--- src/rtl/bcp_pkg.sv ---
// ----------------------------------------------------------------------------
// Battery current from power: shared package
// Widths, status codes and the side-band records that travel with each beat
// through the pipeline.
// ----------------------------------------------------------------------------
package bcp_pkg;

  // Default number of fraction bits of the fixed-point format.
  localparam int FRAC_BITS_DEF = 16;

  // Quotient bits that each divider produces before saturation.
  localparam int QUO_W = 32;

  // Discriminant numerator, its square root and the derived products.
  localparam int SQ_IN_W = 66;
  localparam int ROOT_W  = 33;
  localparam int DEN_W   = 34;
  localparam int SPLIT_W = 17;
  localparam int PROD_W  = ROOT_W + SPLIT_W;
  localparam int SD_W    = 67;

  typedef enum logic [1:0] {
    ST_OK        = 2'd0,
    ST_NEG_DISC  = 2'd1,
    ST_ZERO_DISC = 2'd2,
    ST_ZERO_RES  = 2'd3
  } bcp_status_t;

  // Special-case flags of one beat.
  typedef struct packed {
    logic neg;
    logic rzero;
    logic dneg;
    logic dzero;
  } bcp_flag_t;

  // Operands and flags carried alongside the square root.
  typedef struct packed {
    bcp_flag_t   flag;
    logic [31:0] pmag;
    logic [30:0] v;
    logic [30:0] r;
  } bcp_side_t;

endpackage

--- src/rtl/bcp_div_pipe.sv ---
// ----------------------------------------------------------------------------
// Pipelined restoring divider
// Produces one quotient bit per stage and flags a quotient that does not fit
// in QW bits. A new beat may enter every cycle while en is high.
// ----------------------------------------------------------------------------
module bcp_div_pipe
  import bcp_pkg::*;
#(
  parameter int NW = 48,
  parameter int DW = 32,
  parameter int QW = QUO_W
) (
  input  logic          clk,
  input  logic          en,
  input  logic [NW-1:0] num,
  input  logic [DW-1:0] den,
  output logic [QW-1:0] quo,
  output logic          ovf
);

  localparam int HW = NW - QW;
  localparam int CW = (HW > DW) ? HW : DW;

  logic [DW-1:0] rem [0:QW-1];
  logic [DW-1:0] dd  [0:QW-1];
  logic [QW-1:0] lo  [0:QW];
  logic          of  [0:QW];

  logic [CW-1:0] hi_ext;
  logic [CW-1:0] den_ext;

  // The high part of the numerator must stay below the divisor.
  assign hi_ext  = CW'(num[NW-1:QW]);
  assign den_ext = CW'(den);

  always_ff @(posedge clk) begin
    if (en) begin
      of[0]  <= (hi_ext >= den_ext);
      rem[0] <= hi_ext[DW-1:0];
      lo[0]  <= num[QW-1:0];
      dd[0]  <= den;
    end
  end

  // One quotient bit per stage; quotient bits shift into the low word.
  for (genvar k = 1; k <= QW; k++) begin : g_stage
    logic [DW:0]   t;
    logic          ge;
    logic [DW:0]   diff;

    assign t    = {rem[k-1], lo[k-1][QW-1]};
    assign ge   = (t >= {1'b0, dd[k-1]});
    assign diff = t - {1'b0, dd[k-1]};

    always_ff @(posedge clk) begin
      if (en) begin
        lo[k] <= {lo[k-1][QW-2:0], ge};
        of[k] <= of[k-1];
      end
    end

    if (k < QW) begin : g_carry
      always_ff @(posedge clk) begin
        if (en) begin
          rem[k] <= ge ? diff[DW-1:0] : t[DW-1:0];
          dd[k]  <= dd[k-1];
        end
      end
    end
  end

  assign quo = lo[QW];
  assign ovf = of[QW];

endmodule

--- config.mk ---
export PLATFORM = sky130hd
export DESIGN_NAME = bcp_div_pipe
export DESIGN_NICKNAME = d
export VERILOG_FILES = /design/src/rtl/bcp_pkg.sv /design/src/rtl/bcp_div_pipe.sv
export SDC_FILE = /design/constraint.sdc
export NUM_CORES = 2
export LEC_CHECK = 0
export BUFFER_PORTS_ARGS = -buffer_cell sky130_fd_sc_hd__buf_4
export CORE_MARGIN = 4
export CORE_UTILIZATION = 45
export CTS_CLUSTER_SIZE = 25
export DETAILED_ROUTE_END_ITERATION = 7
export MAX_ROUTING_LAYER = met4
export PLACE_DENSITY = 0.63
export SETUP_SLACK_MARGIN = 0.1
export SLEW_MARGIN = 20
export SYNTH_ARGS = -nofsm -noshare
export SYNTH_HDL_FRONTEND = slang
export SYNTH_SLANG_ARGS = --single-unit
--- constraint.sdc ---
create_clock -name clk -period 3.6 [get_ports clk]
set_input_delay 0.18 -clock clk [delete_from_list [all_inputs] [get_ports clk]]
set_output_delay 0.18 -clock clk [all_outputs]
set_load 0.05 [all_outputs]
-- Word-level counts from Yosys, hierarchy flattened
Memory sizes are Yosys's and may differ from the RTL's.
Cells that the tools add are included.
- register bits after elaboration: 0
- memories kept: 4
- ROM bits: 0
- bits of input ports: 82
- RAM bits: 3137
- logic and storage cells: 101
- latch bits: 0
- memories (name ; depth ; width ; read ports ; clocked after memory_dff ; write ports ; line ; RTL):
    lo ; 33 ; 32 ; 33 ; 0 ; 33 ; bcp_div_pipe.sv:26 ; logic [QW-1:0] lo [0:QW];
    dd ; 32 ; 32 ; 32 ; 0 ; 32 ; bcp_div_pipe.sv:25 ; logic [DW-1:0] dd [0:QW-1];
    rem ; 32 ; 32 ; 32 ; 0 ; 32 ; bcp_div_pipe.sv:24 ; logic [DW-1:0] rem [0:QW-1];
    of ; 33 ; 1 ; 33 ; 0 ; 33 ; bcp_div_pipe.sv:27 ; logic of [0:QW];
- multiply operators: 0
- mux-type cells: 33
- shifts and indexed selects: 0
- div/mod/pow operators: 0
- magnitude comparators: 33
- equality and inequality tests: 0
- add/subtract/negate cells: 31
- bitwise operators: 0
- reductions and logical operators: 0
- operators with widths (kind ; count):
    >= comparator 33 x 32 -> 1 bit ; 32
    two-way mux 32 bit ; 31
    subtractor 32 bit ; 31
    >= comparator 16 x 32 -> 1 bit ; 1
    two-way mux 1 bit ; 2

-- Logic depth before layout (Yosys ltp)
An unclocked memory read counts as a cell.
- word-level depth: 3
- gate-level depth with buffers: 15
- gate-level depth less buffers: 13

-- Worst setup path after synthesis
Ideal clock, no wire load.
- kind: flip-flop to flip-flop
- start: mem dd[27][1], in the netlist dd[1][353]
- end: mem rem[28][26], data pin
- arrival: 3.156 ns
- slack: 0.184 ns
- required time: 3.340 ns
- cell stages (with the launch flop): 14
- period minus slack after synthesis: 3.416 ns
- library setup time: 0.260 ns
- cell sequence: edfxtp_1 inv_1 ha_1 nor2b_1 o31a_1 o221ai_1 a21oi_1 o31a_1 o21a_1 a41oi_2 a31oi_1 a41oi_2 buf_6 mux2_2
- RTL lines (item ; line):
    from (decl) ; bcp_div_pipe.sv:25
    to (decl) ; bcp_div_pipe.sv:24

==> metrics.md <==
| Metric | Value |
|---|---|
| Run status | finished, violations left |
| Violations in the final reports | negative setup slack |
| Count of different cell masters after synthesis | 95 |
| Wire length after detailed routing | 371000 um |
| Share of cells above drive strength 1 | 16.4% |
| Setup slack of the most critical reg-to-reg path | -0.02 ns |
| Total vias in the final route | 102k |
| Most instantiated flip-flop cell in the synthesis netlist | edfxtp_1 |
| Worst setup SP type | flop |
| Final net count | 15.2k |
| Proportion of synthesized flip-flops having asynchronous set or reset | 0% |
| Synth Instances | 12.9k |
| Grt met2 use | 34.1% |
| WL per Instance | 19.5 um |
| Fraction of the yosys area taken by sequential cells | just under 60% |
| Static power due to leakage | 75.9 nW |
| Die H | 603 um |
| GRT met3 Usage | under 10% |
| CTS tree | done |
| Clock sink count | about 3.1k |
| # Max-Cap Violations | 0 |
| Cell area after layout | 188000 um^2 |
| Cell area after synthesis | around 160000 um^2 |
| Largest net degree at the start of global routing | 136 |
| Residual antenna-violating net count after detailed routing | 0 |
| Endpoint of the worst-slack reg-to-reg timing path | rem[14][21] |
| Maximum buffer depth of the clock tree | 4 |
| Filler Cells Inserted | 30.0k |
| Die width | 603 um |
| CP Data Required Time | ~4.3 ns |
| Cell Pwr Density | 901 nW/um^2 |
| Number of synthesis warnings | 0 |
| Total die area | between 300000 and 400000 um^2 |
| GR Layer Usage met1 | between 20% and 30% |
| Remaining max-slew budget at the tightest pin | between 40% and 50% |
| Most used routing layer in global routing | met2 |
| Element type at the critical path end | flop |
| Clock latency at the later pin of the worst-skew pair | 0.95 ns |
| Transition time at the pin with the least slew margin | 0.762 ns |
| H-tree depth reported by CTS | 5 |
| Final Skew | 0.0728 ns |
| Final design utilization | a little over half |
| Number of global-route vias before repair | 98.8k |
| Highest clock frequency the design can meet | 276 MHz |
| First-pass GRT wire length | 567000 um |
| Hold path startpoint | num[23] |
| Remaining Overflow, GRT | 0 |
| Post-CTS clock slew at the launch and capture registers of the worst setup and hold paths | roughly 0.050 ns |
| Arrival time of data at the critical path endpoint | 4.29 ns |
| Final estimated routing congestion in global placement | approximately 0.92 |
| Floorplan core area | 353000 um^2 |
| Worst ir drop on vdd | 0.576 mV |
| Fin crit share | 101% |
| Total GRT Usage | between 20% and 30% |
| R2R Path Start | rem[13][1] |
| I/O Buffers | 114 |
| Setup repair after global routing missed its margin | true |
| Hold Fails Final Rpt | 0 |
| Total half-perimeter wirelength after legalization and detailed placement | ~270000 um |
| Initial drt markers | just over 7k |
| Synthesized area divided by synthesized cell count | 12.4 um^2 |
| Number of synthesized flops with an enable pin | roughly 3.1k |
| Crit path kind | reg -> reg |
| Initial DRT Pass Iterations | 7 |
| Initial Util | between 40% and 50% |
| Final Slew Violations | 0 |
| Buffer cell driving the clock tree root | clkbuf_16 |
| TritonCTS Buffers | approximately 340 |
| Cell row count | 218 |
| Hold Path Class | in -> reg |
| Total nets after synthesis | 14.0k |
| Post-placement cell area | 171000 um^2 |
| Per-cell via count in the routed design | 5.36 |
| Tmin final | 3.62 ns |
| Final Worst Setup Slack | -0.0238 ns |
| Worst-case hold path end point | lo[0][23] |
| Final Setup Violations | 21 |
| Layout overhead on the synthesized area | 17.8% |
| Remaining DRCs | 0 |
| Post-synthesis register bit count | 3121 |
| Largest driver fanout on the critical path | 4 |
| Antenna violations before repair | 6 |
| Cells on worst reg2reg path | 14 |
| Ports placed on the boundary | 115 |
| Setup Total Neg Slack | -0.247 ns |
| Cells on Worst Hold Path | 2 |
[metrics by stage]
step / std cells / total power [mW] / setup slack, ns / hold slack (ns)
floorplan: 12900 / 105 / 0.184 / 0.279
global placement: 18100 / 128 / -0.0805 / 0.358
detailed placement: 18100 / 128 / -0.105 / 0.359
CTS: 18900 / 166 / -0.00897 / 0.0518
global route: 19000 / 180 / -0.143 / 0.0775
finish: 19000 / 169 / -0.0238 / 0.0960
[logic make-up (layout without fill, tap and decap cells)]
kind of cell	after synthesis	after routing	share of synthesized area, %
and+or+nand+nor	2599	2599	7.86
muxes	596	596	4.23
other	0	5	0
xor gates and xnor gates	803	803	4.41
buffers and inverters	1603	2994	3.87
DFF	3121	3121	58.7
AOI/OAI and AO/OA	3123	3123	12.5
adders and majority gates	1056	1056	8.43
[cells in the mapped netlist (24+ instances only)]
library cell | n | area [um^2]
o21ai_0 | 664 | 3320
o21bai_1 | 92 | 691
a2111oi_0 | 36 | 315
a21o_1 | 530 | 3980
mux2_2 | 511 | 5750
nor4_1 | 40 | 250
nand4_1 | 168 | 1050
a211oi_1 | 71 | 533
and2_1 | 49 | 307
mux2_4 | 26 | 390
xor2_1 | 323 | 2830
a21oi_1 | 938 | 4690
edfxtp_1 | 3121 | 93700
o31ai_1 | 67 | 503
or2_2 | 31 | 194
nor2b_1 | 150 | 938
and4_1 | 27 | 236
nor2_1 | 640 | 2400
fa_1 | 31 | 621
nand2_1 | 771 | 2890
and3_1 | 108 | 676
a211o_1 | 26 | 228
nor3_1 | 143 | 716
nand3_1 | 212 | 1060
ha_1 | 1025 | 12800
a31oi_1 | 133 | 832
buf_2 | 61 | 305
o211ai_1 | 56 | 420
mux2i_1 | 54 | 541
or3_1 | 47 | 294
a221oi_1 | 24 | 210
clkbuf_1 | 204 | 766
o21a_1 | 144 | 1080
inv_1 | 1311 | 4920
nand2b_1 | 111 | 694
xnor2_1 | 480 | 4200
a21boi_0 | 46 | 345
nor3b_1 | 31 | 233
o31a_1 | 31 | 272
[layout make-up]
type	count	area [um^2]	share of cell area [%]
antenna	5	12.5	0.00666
tap	4730	5920	3.15
sequential	3121	93700	49.9
timing repair buffer	1059	9880	5.26
clock inverter	209	2410	1.28
multi-input combinational	8177	62100	33.0
clock buffer	414	8960	4.77
inverter	1312	4930	2.63
[layer usage]
layer | up-vias | part of all wire, %
li1 | 50200 | -
met1 | 49200 | 44
met2 | 2065 | 49
met3 | 651 | 3.8
met4 | 0 | 3.2
met5 | - | 0
[placed cells by master (no fill, tap or decap), types with 35 or more instances in the layout]
master         instances
or3_1                 46
dlygate4sd3_1        160
ha_1                 987
nor3_1               137
clkinv_1              59
and2_1                47
xnor2_1              479
nand4_1              168
edfxtp_1            3121
bufinv_16             38
a21oi_1              873
nor2b_1              136
o21ai_1               57
mux2i_1               53
nand2b_1             111
clkinv_2              45
a21boi_0              35
clkbuf_1              66
buf_4                774
mux2_4                90
o31ai_1               46
nand3_1              209
inv_1               1300
a211oi_1              53
a21o_1               530
a21oi_2               61
o21a_1               143
nor4_1                35
buf_12                75
and3_1               108
mux2_2               451
o211ai_1              56
clkbuf_16            364
o21bai_1              90
nor2_1               605
o21ai_0              608
xor2_1               323
a31oi_1              109
nand2_1              769
[how the worst max path moves through the flow]
stage | slack, ns | from | to
2_1_floorplan | 0.18 | dd[1][353] | rem[28][26]
3_3_place_gp | -0.08 | rem[18][2] | rem[19][14]
3_5_place_dp | -0.10 | rem[13][1] | rem[14][7]
4_1_cts | -0.009 | rem[13][5] | rem[14][23]
5_1_grt | -0.14 | rem[13][3] | rem[14][30]
6_report | -0.02 | rem[13][1] | rem[14][21]
[flip-flops by register name (all words and copies together) (netlist names)]
| register | count |
|---|---|
| lo | 1056 |
| rem | 1008 |
| dd | 1024 |
| of | 33 |
[what timing repair did]
action | 4_1_cts | 5_1_grt
gates resized for setup | 91 | 478
buffers inserted | 26 | 68
hold buffers | 160 | 0
gates cloned | 10 | 21
endpoints found under the setup margin | 280 | 880
pin swaps | 26 | 122
hold endpoints to repair | 156 | 0
[critical path, stage by stage (launching register included)]
cell and delay, ns:
edfxtp_1 0.43, ha_4 0.28, a21oi_4 0.16, a21oi_2 0.10, nor4_4 0.32, o31ai_4 0.12
a211oi_2 0.22, buf_4 0.16, o31ai_4 0.09, a211oi_2 0.27, a21oi_1 0.09, or4_4 0.49
buf_12 0.17, clkbuf_16 0.16, mux2_4 0.29
[power breakdown]
part           switching, mW  internal [mW]
Sequential              5.48           51.7
Combinational           40.0           36.8
Clock                   14.7           20.6
Power figures use the tool's default switching activity.
